$ cat src/rtl/gdcm_pkg.sv
// Shared types and constants for the gamepad drive command mapper.
// No dependencies.
package gdcm_pkg;

    localparam int unsigned LIGHT_EFFECT_COUNT_DEF = 6;
    localparam int unsigned MAX_SPEED_LEVEL_DEF    = 6;
    localparam int unsigned ANGLE_WIDTH_DEF        = 16;

    localparam logic [7:0] ANALOG_MODE  = 8'h73;
    localparam logic [7:0] STICK_CENTRE = 8'd128;

    localparam logic [2:0] SPEED_LEVEL_MIN   = 3'd1;
    localparam logic [2:0] SPEED_LEVEL_RESET = 3'd5;
    localparam logic [4:0] JOINT_STEP_MIN    = 5'd5;
    localparam logic [4:0] JOINT_STEP_MAX    = 5'd25;
    localparam logic [4:0] JOINT_STEP_INC    = 5'd5;
    localparam logic [4:0] JOINT_STEP_RESET  = 5'd15;

    // Button bit positions, low byte
    localparam int unsigned BTN_SELECT = 0;
    localparam int unsigned BTN_SLOWER = 1;
    localparam int unsigned BTN_FASTER = 2;
    localparam int unsigned BTN_UP     = 4;
    localparam int unsigned BTN_RIGHT  = 5;
    localparam int unsigned BTN_DOWN   = 6;
    localparam int unsigned BTN_LEFT   = 7;
    // Button bit positions, high byte
    localparam int unsigned BTN_L2 = 0;
    localparam int unsigned BTN_L1 = 2;

    // x/10 as (x * 6554) >> 16, exact for x below 16384
    localparam logic [12:0] DIV10_RECIP = 13'd6554;
    localparam int unsigned DIV10_SHIFT = 16;

    typedef struct packed {
        logic [7:0] pad_mode;
        logic [7:0] buttons_low;
        logic [7:0] buttons_high;
        logic [7:0] right_stick_vertical;
        logic [7:0] left_stick_horizontal;
    } t_frame;

    typedef struct packed {
        logic select;
        logic slower;
        logic faster;
        logic joint_faster;
        logic joint_slower;
    } t_btn_flags;

    typedef struct packed {
        logic [2:0] speed_level;
        logic [4:0] joint_step;
        logic [2:0] effect_index;
        t_btn_flags flags;
    } t_level_state;

    localparam t_level_state LEVEL_STATE_RESET = '{
        speed_level:  SPEED_LEVEL_RESET,
        joint_step:   JOINT_STEP_RESET,
        effect_index: 3'd0,
        flags:        '0
    };

endpackage

$ cat src/rtl/gdcm_frame_reg.sv
// Input register for one gamepad frame with upstream stall.
// Depends on gdcm_pkg.
module gdcm_frame_reg (
    input  logic            i_clk,
    input  logic            i_rst_n,
    input  logic            i_valid,
    output logic            o_stall,
    input  gdcm_pkg::t_frame i_frame,
    input  logic            i_advance,
    output logic            o_valid,
    output gdcm_pkg::t_frame o_frame
);
    import gdcm_pkg::*;

    logic   r_valid;
    t_frame r_frame;

    // Hold while a frame sits here and cannot move on
    assign o_stall = r_valid && !i_advance;
    assign o_valid = r_valid;
    assign o_frame = r_frame;

    always_ff @(posedge i_clk) begin
        if (!i_rst_n) begin
            r_valid <= 1'b0;
        end else if (!o_stall) begin
            r_valid <= i_valid;
        end
    end

    always_ff @(posedge i_clk) begin
        if (i_valid && !o_stall) begin
            r_frame <= i_frame;
        end
    end

endmodule

$ cat src/rtl/gdcm_drive_cmd.sv
// Forward and turn commands from speed level and stick axes.
// Depends on gdcm_pkg.
module gdcm_drive_cmd (
    input  logic [2:0]        i_level,
    input  logic [7:0]        i_vert,
    input  logic [7:0]        i_horz,
    output logic signed [10:0] o_forward,
    output logic signed [8:0]  o_turn
);
    import gdcm_pkg::*;

    logic        v_neg;
    logic        h_neg;
    logic [7:0]  v_mag;
    logic [7:0]  h_mag;
    logic [9:0]  fwd_mag;
    logic [11:0] trn_lh;
    logic [11:0] trn_mag;
    logic [24:0] trn_scaled;
    logic [8:0]  trn_quot;

    always_comb begin
        v_neg   = i_vert > STICK_CENTRE;
        h_neg   = i_horz > STICK_CENTRE;
        v_mag   = v_neg ? (i_vert - STICK_CENTRE) : (STICK_CENTRE - i_vert);
        h_mag   = h_neg ? (i_horz - STICK_CENTRE) : (STICK_CENTRE - i_horz);
        fwd_mag = 10'(i_level) * 10'(v_mag);
        trn_lh  = 12'(i_level) * 12'(h_mag);
        trn_mag = {trn_lh[10:0], 1'b0} + trn_lh;
        // Truncate toward zero: divide the magnitude, then apply the sign
        trn_scaled = 25'(trn_mag) * 25'(DIV10_RECIP);
        trn_quot   = trn_scaled[DIV10_SHIFT +: 9];

        o_forward = v_neg ? (11'd0 - 11'(fwd_mag)) : 11'(fwd_mag);

        if (!h_neg) begin
            o_turn = trn_quot[8] ? 9'sd255 : {1'b0, trn_quot[7:0]};
        end else begin
            o_turn = (trn_quot > 9'd256) ? 9'h100 : (9'd0 - trn_quot);
        end
    end

endmodule

$ cat src/rtl/gdcm_button_ctrl.sv
// Button release edges: speed level, joint step, light effect and beep.
// Depends on gdcm_pkg.
module gdcm_button_ctrl #(
    parameter int unsigned LIGHT_EFFECT_COUNT = gdcm_pkg::LIGHT_EFFECT_COUNT_DEF,
    parameter int unsigned MAX_SPEED_LEVEL    = gdcm_pkg::MAX_SPEED_LEVEL_DEF
) (
    input  gdcm_pkg::t_level_state i_cur,
    input  logic [7:0]             i_buttons_low,
    input  logic [7:0]             i_buttons_high,
    output gdcm_pkg::t_level_state o_next,
    output logic                   o_beep
);
    import gdcm_pkg::*;

    localparam logic [2:0] EFFECT_LAST = 3'(LIGHT_EFFECT_COUNT - 1);
    localparam logic [2:0] SPEED_TOP   = 3'(MAX_SPEED_LEVEL);

    t_btn_flags pressed;
    t_btn_flags released;
    logic [2:0] lvl_mid;

    always_comb begin
        pressed.select       = i_buttons_low[BTN_SELECT];
        pressed.slower       = i_buttons_low[BTN_SLOWER];
        pressed.faster       = i_buttons_low[BTN_FASTER];
        pressed.joint_faster = i_buttons_high[BTN_L1];
        pressed.joint_slower = i_buttons_high[BTN_L2];
        released = i_cur.flags & ~pressed;

        o_next       = i_cur;
        o_next.flags = pressed;
        o_beep       = 1'b0;

        if (released.select) begin
            o_next.effect_index = (i_cur.effect_index >= EFFECT_LAST) ? 3'd0
                                                                      : i_cur.effect_index + 3'd1;
        end

        // Slower first, then faster on the result
        lvl_mid = i_cur.speed_level;
        if (released.slower) begin
            if (i_cur.speed_level > SPEED_LEVEL_MIN) begin
                lvl_mid = i_cur.speed_level - 3'd1;
            end else begin
                lvl_mid = SPEED_LEVEL_MIN;
                o_beep  = 1'b1;
            end
        end
        o_next.speed_level = lvl_mid;
        if (released.faster) begin
            if (lvl_mid < SPEED_TOP) begin
                o_next.speed_level = lvl_mid + 3'd1;
            end else begin
                o_next.speed_level = SPEED_TOP;
                o_beep             = 1'b1;
            end
        end

        if (released.joint_faster) begin
            if (i_cur.joint_step < JOINT_STEP_MAX) begin
                o_next.joint_step = i_cur.joint_step + JOINT_STEP_INC;
            end else begin
                o_next.joint_step = JOINT_STEP_MAX;
                o_beep            = 1'b1;
            end
        end
        if (released.joint_slower) begin
            if (o_next.joint_step > JOINT_STEP_MIN) begin
                o_next.joint_step = o_next.joint_step - JOINT_STEP_INC;
            end else begin
                o_next.joint_step = JOINT_STEP_MIN;
                o_beep            = 1'b1;
            end
        end
    end

endmodule

$ cat src/rtl/gamepad_drive_command_mapper_core.sv
// Gamepad drive command mapper, top level.
// Depends on gdcm_pkg, gdcm_frame_reg, gdcm_drive_cmd, gdcm_button_ctrl.
//
//   channel  | direction | handshake                  | payload
//   ---------+-----------+----------------------------+-------------------------------
//   frame in | input     | i_in_valid / o_in_stall    | mode, two button bytes, axes
//   result   | output    | o_out_valid / i_out_stall  | commands, levels, angles, flags
//
// One frame per cycle while the result is not stalled; a frame taken in goes through the
// input register and then the result registers before it can be taken downstream.
// The mapper state doubles as the result register, so a result changes only when
// the next frame moves out of the input register.
// Reset is synchronous, active low; it clears both valids and restores all levels.
// A stalled result stalls the input only once the input register is also full.
module gamepad_drive_command_mapper_core #(
    parameter int unsigned LIGHT_EFFECT_COUNT = gdcm_pkg::LIGHT_EFFECT_COUNT_DEF,
    parameter int unsigned MAX_SPEED_LEVEL    = gdcm_pkg::MAX_SPEED_LEVEL_DEF,
    parameter int unsigned ANGLE_WIDTH        = gdcm_pkg::ANGLE_WIDTH_DEF
) (
    input  logic              i_clk,
    input  logic              i_rst_n,
    input  logic              i_in_valid,
    output logic              o_in_stall,
    input  logic [7:0]        i_pad_mode,
    input  logic [7:0]        i_buttons_low,
    input  logic [7:0]        i_buttons_high,
    input  logic [7:0]        i_right_stick_vertical,
    input  logic [7:0]        i_left_stick_horizontal,
    output logic              o_out_valid,
    input  logic              i_out_stall,
    output logic signed [10:0] o_forward_speed,
    output logic signed [8:0]  o_turn_rate,
    output logic [2:0]        o_light_effect,
    output logic signed [15:0] o_pan_joint_angle,
    output logic signed [15:0] o_tilt_joint_angle,
    output logic [2:0]        o_speed_setting,
    output logic [4:0]        o_joint_speed,
    output logic              o_beep_request,
    output logic              o_frame_applied
);
    import gdcm_pkg::*;

    t_frame       in_frame;
    t_frame       cur_frame;
    logic         cur_valid;
    logic         advance;
    logic         applied;

    logic                   r_out_valid;
    t_level_state           r_lvl;
    logic [ANGLE_WIDTH-1:0] r_pan;
    logic [ANGLE_WIDTH-1:0] r_tilt;
    logic signed [10:0]     r_forward;
    logic signed [8:0]      r_turn;
    logic                   r_beep;
    logic                   r_applied;

    t_level_state           n_lvl;
    logic [ANGLE_WIDTH-1:0] n_pan;
    logic [ANGLE_WIDTH-1:0] n_tilt;
    logic signed [10:0]     n_forward;
    logic signed [8:0]      n_turn;
    logic                   n_beep;
    logic [ANGLE_WIDTH-1:0] step_ext;

    assign in_frame = '{
        pad_mode:              i_pad_mode,
        buttons_low:           i_buttons_low,
        buttons_high:          i_buttons_high,
        right_stick_vertical:  i_right_stick_vertical,
        left_stick_horizontal: i_left_stick_horizontal
    };

    // Advance when the result slot is empty or its beat is being taken
    assign advance = cur_valid && (!r_out_valid || !i_out_stall);
    assign applied = (cur_frame.pad_mode == ANALOG_MODE);

    gdcm_frame_reg u_frame_reg (
        .i_clk     (i_clk),
        .i_rst_n   (i_rst_n),
        .i_valid   (i_in_valid),
        .o_stall   (o_in_stall),
        .i_frame   (in_frame),
        .i_advance (advance),
        .o_valid   (cur_valid),
        .o_frame   (cur_frame)
    );

    // Both commands use the level from before this frame's edges
    gdcm_drive_cmd u_drive_cmd (
        .i_level   (r_lvl.speed_level),
        .i_vert    (cur_frame.right_stick_vertical),
        .i_horz    (cur_frame.left_stick_horizontal),
        .o_forward (n_forward),
        .o_turn    (n_turn)
    );

    gdcm_button_ctrl #(
        .LIGHT_EFFECT_COUNT (LIGHT_EFFECT_COUNT),
        .MAX_SPEED_LEVEL    (MAX_SPEED_LEVEL)
    ) u_button_ctrl (
        .i_cur          (r_lvl),
        .i_buttons_low  (cur_frame.buttons_low),
        .i_buttons_high (cur_frame.buttons_high),
        .o_next         (n_lvl),
        .o_beep         (n_beep)
    );

    // Joints move by the step from before this frame's joint-step button edges
    always_comb begin
        step_ext = ANGLE_WIDTH'(r_lvl.joint_step);
        n_pan    = r_pan;
        n_tilt   = r_tilt;
        if (cur_frame.buttons_low[BTN_LEFT]) begin
            n_pan = r_pan + step_ext;
        end else if (cur_frame.buttons_low[BTN_RIGHT]) begin
            n_pan = r_pan - step_ext;
        end
        if (cur_frame.buttons_low[BTN_DOWN]) begin
            n_tilt = r_tilt + step_ext;
        end else if (cur_frame.buttons_low[BTN_UP]) begin
            n_tilt = r_tilt - step_ext;
        end
    end

    always_ff @(posedge i_clk) begin
        if (!i_rst_n) begin
            r_out_valid <= 1'b0;
            r_lvl       <= LEVEL_STATE_RESET;
            r_pan       <= '0;
            r_tilt      <= '0;
            r_forward   <= '0;
            r_turn      <= '0;
            r_beep      <= 1'b0;
            r_applied   <= 1'b0;
        end else begin
            if (!r_out_valid || !i_out_stall) begin
                r_out_valid <= cur_valid;
            end
            if (advance) begin
                r_beep    <= applied && n_beep;
                r_applied <= applied;
                // Ignored frames keep every state entry
                if (applied) begin
                    r_lvl     <= n_lvl;
                    r_pan     <= n_pan;
                    r_tilt    <= n_tilt;
                    r_forward <= n_forward;
                    r_turn    <= n_turn;
                end
            end
        end
    end

    generate
        if (ANGLE_WIDTH >= 16) begin : g_angle_wide
            assign o_pan_joint_angle  = r_pan[15:0];
            assign o_tilt_joint_angle = r_tilt[15:0];
        end else begin : g_angle_narrow
            assign o_pan_joint_angle  = {{(16 - ANGLE_WIDTH){1'b0}}, r_pan};
            assign o_tilt_joint_angle = {{(16 - ANGLE_WIDTH){1'b0}}, r_tilt};
        end
    endgenerate

    assign o_out_valid     = r_out_valid;
    assign o_forward_speed = r_forward;
    assign o_turn_rate     = r_turn;
    assign o_light_effect  = r_lvl.effect_index;
    assign o_speed_setting = r_lvl.speed_level;
    assign o_joint_speed   = r_lvl.joint_step;
    assign o_beep_request  = r_beep;
    assign o_frame_applied = r_applied;

endmodule

$ cat config.mk
export PLATFORM = sky130hd
export DESIGN_NAME = gamepad_drive_command_mapper_core
export DESIGN_NICKNAME = d
export VERILOG_FILES = /design/src/rtl/gdcm_pkg.sv /design/src/rtl/gdcm_frame_reg.sv /design/src/rtl/gdcm_drive_cmd.sv /design/src/rtl/gdcm_button_ctrl.sv /design/src/rtl/gamepad_drive_command_mapper_core.sv
export SDC_FILE = /design/constraint.sdc
export NUM_CORES = 1
export LEC_CHECK = 0
export BUFFER_PORTS_ARGS = -buffer_cell sky130_fd_sc_hd__buf_2
export CELL_PAD_IN_SITES_DETAIL_PLACEMENT = 1
export CELL_PAD_IN_SITES_GLOBAL_PLACEMENT = 2
export CORE_UTILIZATION = 37
export CTS_CLUSTER_DIAMETER = 60
export DETAILED_ROUTE_END_ITERATION = 10
export GPL_ROUTABILITY_DRIVEN = 0
export PLACE_DENSITY_LB_ADDON = 0.1
export SYNTH_ARGS = -nofsm -noshare
export SYNTH_HDL_FRONTEND = slang
export SYNTH_SLANG_ARGS = --single-unit
$ cat constraint.sdc
create_clock -name i_clk -period 11.9 [get_ports i_clk]
set_input_delay 2.975 -clock i_clk [delete_from_list [all_inputs] [get_ports i_clk]]
set_output_delay 2.975 -clock i_clk [all_outputs]
set_load 0.02 [all_outputs]
==> flow_metrics.py, run 1 <==
metrics = {
    "sta": {
        "skew_ps": 21.0,
        "timing.final.hold_violations": 0,
        "finalSetupTns_ps": 0,
        "max_freq_mhz": 94.2,
        "rsz0062_at_grt": "false",
        "tightest_slew_ps": 1090,
        "post-route-period-util_pct": 89.2,
        "slew_headroom_pct": 27.3,
        "postLayoutSetupSlackWorst_ps": 1280,
        "number_of_slew_limit_violations_in_the_final_report": 0,
        "setup_viol_count_final": 0,
        "fin_crit_ps": 10620,
    },
    "clock_tree": {
        "tritoncts.num_buffers": 9,
        "cts.root.buffer_cell": "sky130_fd_sc_hd__clkbuf_16",
        "post_cts_buffers": 0,
        "cts_buffer_depth": 2,
        "cts_max_level": 3,
        "cts-hold-fix-buffers": 0,
        "cts.sink_count": 105,
        "clock_insertion_delay_worst_skew_ps": 370,
        "cts_tree": "built",
        "clk_pin_slew_worst_paths_ps": 90,
        "post_cts_resized": 0,
    },
    "routing": {
        "drt.antenna.violating_nets": 0,
        "drt-vias-per-instance": 5.10,
        "drt-total-wl_um": 26400,
        "dr.first_iter.drc_count": 233,
        "drt-pass1-iter-count": 4,
        "wl_per_cell_um": 15.4,
        "via_count": 8726,
        "drt_drc_violations_left": 0,
    },
    "setup_path": {
        "max_stage_delay_ps": 560,
        "worst-path-buf-inv": 9,
        "criticalPathCategory": "reg2reg",
        "critical_path_capture_point_type": "register",
        "worst_path_most_repeated_cell": "sky130_fd_sc_hd__inv_1",
        "worstPathArrival_ps": 10900,
        "critical_path.slowest_cell": "sky130_fd_sc_hd__a211oi_1",
        "critical_path_peak_fanout": 10,
        "critPathRequiredTime_ps": 12190,
        "timing.critical_path.from_type": "register",
        "crit_family": "adder cells",
    },
    "floorplanning": {
        "placeableCoreArea_um2": 28200,
        "row_count": 61,
        "die_y_um": 172,
        "initial_core_utilization_pct": 38.1,
        "floorplan.die_area_um2": 29700,
        "die_x_um": 172,
        "io_pins": 111,
    },
    "synthesis": {
        "synth_area_per_cell_um2": 8.60,
        "synth-main-ff-cell": "sky130_fd_sc_hd__dfxtp_1",
        "syn_inst": 1249,
        "number_of_flops_mapped_to_enable_cells_by_yosys": 33,
        "synth_seq_area_share_pct": 22.7,
        "warning_count_from_the_yosys_run": 0,
        "postSynth.asyncResetShare_pct": 0,
        "ys_seq_elements": 105,
        "syn_area_um2": 10700,
        "syn-num-nets": 1500,
        "yosysUniqueCellTypes": 72,
    },
    "global_routing": {
        "grt_start_max_net_pins": 74,
        "grt_pass1_wl_um": 44300,
        "grt_antenna_before_repair": 0,
        "via_count_of_the_first_global_routing_pass": 9035,
        "gr-usage-all-layers_pct": 18.7,
        "grt.overflow.total": 0,
    },
    "flow_run": {
        "maxCapViolations": 0,
    },
    "layout": {
        "filler_cell_count": 3372,
        "insertedDiodeCount": 0,
        "design.final.nets": 1578,
        "post_route_cells_drive_above_1_share_pct": 11.2,
        "flow.area_growth_from_synthesis_pct": 10.9,
    },
    "placement": {
        "port-buffer-count": 103,
        "detailed_place_hpwl_um": 21100,
        "detailedPlace.worstSlack_ps": 1300,
    },
    "status": {
        "run_status": "finished, final reports clean",
    },
    "worst_hold_path": {
        "path_category_of_the_worst_min_delay_check": "reg2reg",
    },
}
==> through the flow <==
step | area [um2] | utilization, % | hold WS, ps | cells
2_1_floorplan | 10700 | - | 436 | 1249
3_3_place_gp | 11600 | 41.2 | 445 | 1694
3_5_place_dp | 11600 | 41.2 | 455 | 1694
4_1_cts | 11900 | 42.3 | 464 | 1710
5_1_grt | 11900 | 42.3 | 505 | 1710
6_report | 11900 | 42.3 | 465 | 1710
==> final timing paths <==
path,startpoint,cells past startpoint,slack [ps],end
max,u_frame_reg.o_frame[0],47,1280,o_turn_rate[1]
min,o_turn_rate[1],2,460,o_turn_rate[1]
max reg2reg,u_frame_reg.o_frame[0],47,1280,o_turn_rate[1]
min reg2reg,o_turn_rate[1],2,460,o_turn_rate[1]
==> per-layer routing <==
metal,track usage [%],vias to the layer above,wire (um)
li1,-,4441,-
met1,25.1,4171,13300
met2,31.0,100,11900
met3,3.59,14,960
met4,3.85,0,275
met5,0,-,0
==> cells by family after synthesis <==
family,after synthesis,share of synthesized area (%)
AND/OR/NAND/NOR,375,16.7
AO/OA/AOI/OAI,275,17.1
adder cells (fa/ha/maj),207,27.8
buffers and inverters,180,6.76
flip-flops,105,22.7
XOR/XNOR,94,7.84
multiplexers,13,1.26
==> flip-flops by register name, indices dropped and copies added, names as in the netlist <==
name and flops:
o_light_effect 3, r_lvl 5, o_speed_setting 3, o_turn_rate 9, u_frame_reg.o_valid 1, o_joint_speed 5, o_forward_speed 11, o_beep_request 1
o_pan_joint_angle 16, u_frame_reg.o_frame 33, o_tilt_joint_angle 16, o_out_valid 1, o_frame_applied 1
==> cells in the final DEF (no fill, tap or decap), drive strengths merged, types with 19 or more instances in the layout <==
| cell type | n |
|---|---|
| ha | 155 |
| nand2 | 145 |
| inv | 137 |
| buf | 113 |
| a21oi | 73 |
| dfxtp | 72 |
| nor2 | 67 |
| o21ai | 60 |
| fa | 52 |
| xnor2 | 48 |
| and2 | 47 |
| xor2 | 46 |
| edfxtp | 33 |
| nand3 | 30 |
| a21o | 23 |
| a21boi | 20 |
| a211oi | 19 |
==> tightest hold or removal path, delay by kind of cell (launching register included) <==
kind | cells | cell delay (ps)
simple gates | 1 | 60
compound gates | 1 | 50
flops | 1 | 310
==> cell usage after synthesis, types with 11 or more instances <==
cell type,instances,area share [%]
sky130_fd_sc_hd__edfxtp_1,33,9.2
sky130_fd_sc_hd__o21a_1,12,0.84
sky130_fd_sc_hd__a21boi_0,19,1.3
sky130_fd_sc_hd__o21bai_1,12,0.84
sky130_fd_sc_hd__o21ai_0,56,2.6
sky130_fd_sc_hd__a211oi_1,19,1.3
sky130_fd_sc_hd__xnor2_1,47,3.8
sky130_fd_sc_hd__inv_1,134,4.7
sky130_fd_sc_hd__nor2b_1,15,0.87
sky130_fd_sc_hd__and2_1,47,2.7
sky130_fd_sc_hd__a21oi_1,71,3.3
sky130_fd_sc_hd__xor2_1,46,3.8
sky130_fd_sc_hd__buf_4,11,0.77
sky130_fd_sc_hd__fa_1,52,9.7
sky130_fd_sc_hd__nand3_1,30,1.4
sky130_fd_sc_hd__dfxtp_1,72,13
sky130_fd_sc_hd__nor2_1,67,2.3
sky130_fd_sc_hd__clkbuf_1,33,1.2
sky130_fd_sc_hd__ha_1,155,18
sky130_fd_sc_hd__nor3_1,18,0.84
sky130_fd_sc_hd__nand2_1,145,5.1
sky130_fd_sc_hd__a21o_1,21,1.5
==> layout make-up <==
cell class / count / area [um2] / area share, %
clock buffer: 9 / 225 / 1.89
timing repair buffer: 113 / 591 / 4.96
tap: 378 / 473 / 3.97
clock inverter: 7 / 91.3 / 0.767
multi-input combinational: 964 / 7590 / 63.8
sequential: 105 / 2430 / 20.4
inverter: 134 / 503 / 4.22
Power of run 1 is not shown: default switching activity piles up to over one toggle a cycle in this logic, so the estimate is an artifact.
==> run 2: changes to the inputs <==
--- a/config.mk
+++ b/config.mk
@@ -5,10 +5,11 @@
 export SDC_FILE = /design/constraint.sdc
 export NUM_CORES = 1
 export LEC_CHECK = 0
+export ABC_AREA = 1
 export BUFFER_PORTS_ARGS = -buffer_cell sky130_fd_sc_hd__buf_2
 export CELL_PAD_IN_SITES_DETAIL_PLACEMENT = 1
 export CELL_PAD_IN_SITES_GLOBAL_PLACEMENT = 2
-export CORE_UTILIZATION = 37
+export CORE_UTILIZATION = 36
 export CTS_CLUSTER_DIAMETER = 60
 export DETAILED_ROUTE_END_ITERATION = 10
 export GPL_ROUTABILITY_DRIVEN = 0
==> flow_metrics.py, run 2 <==
metrics = {
    "global_routing": {
        "grt_antenna_before_repair": 3,
        "gr-usage-all-layers_pct": 19.7,
        "grt.overflow.total": 0,
        "grt_pass1_wl_um": 49700,
        "via_count_of_the_first_global_routing_pass": 10100,
        "grt_start_max_net_pins": 55,
    },
    "clock_tree": {
        "cts_buffer_depth": 2,
        "post_cts_buffers": 0,
        "post_cts_resized": 0,
        "tritoncts.num_buffers": 9,
        "cts.sink_count": 105,
        "cts_max_level": 3,
        "cts_tree": "built",
        "clock_insertion_delay_worst_skew_ps": 390,
        "cts-hold-fix-buffers": 0,
        "cts.root.buffer_cell": "sky130_fd_sc_hd__clkbuf_16",
        "clk_pin_slew_worst_paths_ps": 90,
    },
    "sta": {
        "rsz0062_at_grt": "false",
        "tightest_slew_ps": 834,
        "finalSetupTns_ps": 0,
        "fin_hold_ws_ps": 462,
        "fin_crit_ps": 9460,
        "setup_viol_count_final": 0,
        "number_of_slew_limit_violations_in_the_final_report": 0,
        "skew_ps": 21.1,
        "post-route-period-util_pct": 79.5,
        "slew_headroom_pct": 44.1,
        "timing.final.hold_violations": 0,
        "max_freq_mhz": 106,
    },
    "layout": {
        "flow.area_growth_from_synthesis_pct": 10.4,
        "largest_register_ffs": 33,
        "design.final.nets": 1849,
        "commonest_cells_after_routing_fill_and_taps_aside": "sky130_fd_sc_hd__inv_1 (301), sky130_fd_sc_hd__nand2_1 (288), sky130_fd_sc_hd__ha_1 (155), sky130_fd_sc_hd__nor2_1 (108), sky130_fd_sc_hd__a21oi_1 (108)",
        "mostFrequentLayoutCell": "sky130_fd_sc_hd__inv_1",
        "post_route_cells_drive_above_1_share_pct": 11.5,
        "filler_cell_count": 3893,
    },
    "floorplanning": {
        "initial_core_utilization_pct": 36.7,
        "io_pins": 111,
        "placeableCoreArea_um2": 30700,
        "die_y_um": 179,
        "die_x_um": 179,
        "floorplan.die_area_um2": 32000,
        "row_count": 64,
    },
    "synthesis": {
        "synth.area.top_cells": "sky130_fd_sc_hd__ha_1 (17%), sky130_fd_sc_hd__dfxtp_1 (13%), sky130_fd_sc_hd__inv_1 (10%)",
        "syn_inst": 1517,
        "postSynth.asyncResetShare_pct": 0,
        "synth-main-ff-cell": "sky130_fd_sc_hd__dfxtp_1",
        "yosysTopAreaCell": "sky130_fd_sc_hd__ha_1",
        "syn-num-nets": 1768,
        "synth_seq_area_share_pct": 21.6,
        "post-synth-top-count-cell": "sky130_fd_sc_hd__inv_1",
        "number_of_flops_mapped_to_enable_cells_by_yosys": 33,
        "synth_area_per_cell_um2": 7.42,
        "syn_area_um2": 11300,
        "post-synth-top-area-fraction_pct": 17.2,
        "ys_seq_elements": 105,
        "yosysUniqueCellTypes": 55,
        "warning_count_from_the_yosys_run": 0,
        "yosys-top-cells-count": "sky130_fd_sc_hd__inv_1 (301), sky130_fd_sc_hd__nand2_1 (288), sky130_fd_sc_hd__ha_1 (155)",
    },
    "setup_path": {
        "cp-startpoint": "u_frame_reg.o_frame[0]",
        "reg2reg_to": "o_turn_rate[6]",
        "critPathRequiredTime_ps": 12180,
        "r2r_slack_ps": 2440,
        "criticalPathCategory": "reg2reg",
        "critical_path_capture_point_type": "register",
        "timing.critical_path.from_type": "register",
        "worst_path_most_repeated_cell": "sky130_fd_sc_hd__inv_1",
        "worstPathArrival_ps": 9740,
        "timing.rr.start": "u_frame_reg.o_frame[0]",
        "max_stage_delay_ps": 610,
        "critical_path.slowest_cell": "sky130_fd_sc_hd__xor2_1",
        "critical_path_peak_fanout": 14,
        "reg2regPathDepth": 49,
    },
    "worst_hold_path": {
        "path_category_of_the_worst_min_delay_check": "reg2reg",
        "worstHoldPathCells": 2,
        "hold_path_end": "r_lvl[0]",
        "hp-start": "r_lvl[0]",
    },
    "flow_run": {
        "maxCapViolations": 0,
    },
    "placement": {
        "port-buffer-count": 103,
        "detailed_place_hpwl_um": 24400,
    },
    "status": {
        "run_status": "finished, final reports clean",
    },
    "routing": {
        "dr.first_iter.drc_count": 294,
        "drt_drc_violations_left": 0,
        "drt-total-wl_um": 29600,
        "via_count": 9689,
        "drt.antenna.violating_nets": 0,
        "drt-pass1-iter-count": 4,
        "wl_per_cell_um": 14.8,
        "drt-vias-per-instance": 4.84,
    },
}
## run 2: changes by cell type in the layout (fill, tap and decap cells not counted), sizes merged, moves of 18 or more
| cell | change |
|---|---|
| nand2 | +154 |
| a21o | -19 |
| a211oi | -18 |
| o21ai | +28 |
| a21oi | +40 |
| nand3 | +34 |
| a21boi | -18 |
| nor2 | +55 |
| and2 | -47 |
| xnor2 | -23 |
| inv | +175 |
## run 2: critical path, delay by kind of cell, from the launching register on
kind | cells | cell delay, ps
and+or+nand+nor | 21 | 2120
AOI/OAI and AO/OA | 4 | 620
buffers and inverters | 9 | 730
xor gates and xnor gates | 3 | 990
adders and majority gates | 12 | 4410
DFF | 1 | 480
## run 2: worst max path at each step
stage	endpoint	slack, ps
floorplan	o_turn_rate[6]	3590
global placement	o_turn_rate[6]	2530
detailed placement	o_turn_rate[6]	2350
CTS	o_turn_rate[6]	2300
global route	o_turn_rate[1]	1580
finish	o_turn_rate[6]	2440
## run 2: cell type report
cell class | count | area, um2 | share of cell area [%]
diodes | 1 | 2.50 | 0.0201
clock buffers | 9 | 225 | 1.81
clock inverters | 7 | 93.8 | 0.755
inverters | 310 | 1160 | 9.37
multi-input cells | 1064 | 7460 | 60.0
flip-flops and latches | 105 | 2430 | 19.6
well taps | 396 | 495 | 3.99
repair buffers | 108 | 553 | 4.45
## run 2: per-layer routing
metal | global-route usage, % | wire length (um) | vias up
li1 | - | - | 5003
met1 | 25.8 | 14900 | 4570
met2 | 32.8 | 13400 | 92
met3 | 3.90 | 1000 | 20
met4 | 4.91 | 358 | 4
met5 | 0 | 22 | -
## run 2: logic make-up after synthesis
logic type,synth area share [%]
simple gates,20.5
flops,21.6
fa+ha+maj,26.5
compound gates,13.4
xor+xnor,5.85
buf+inv,12.2
## run 2: metrics by stage
| stage | setup slack, ps | area (um2) | cells | util (%) |
|---|---|---|---|---|
| after floorplan | 3590 | 11300 | 1517 | - |
| after global placement | 2530 | 12100 | 1983 | 39.5 |
| after detailed placement | 2350 | 12100 | 1983 | 39.5 |
| after CTS | 2300 | 12400 | 1999 | 40.5 |
| after global routing | 1580 | 12400 | 1999 | 40.5 |
| final | 2440 | 12400 | 2000 | 40.5 |
Power of run 2 is left out for the same reason.
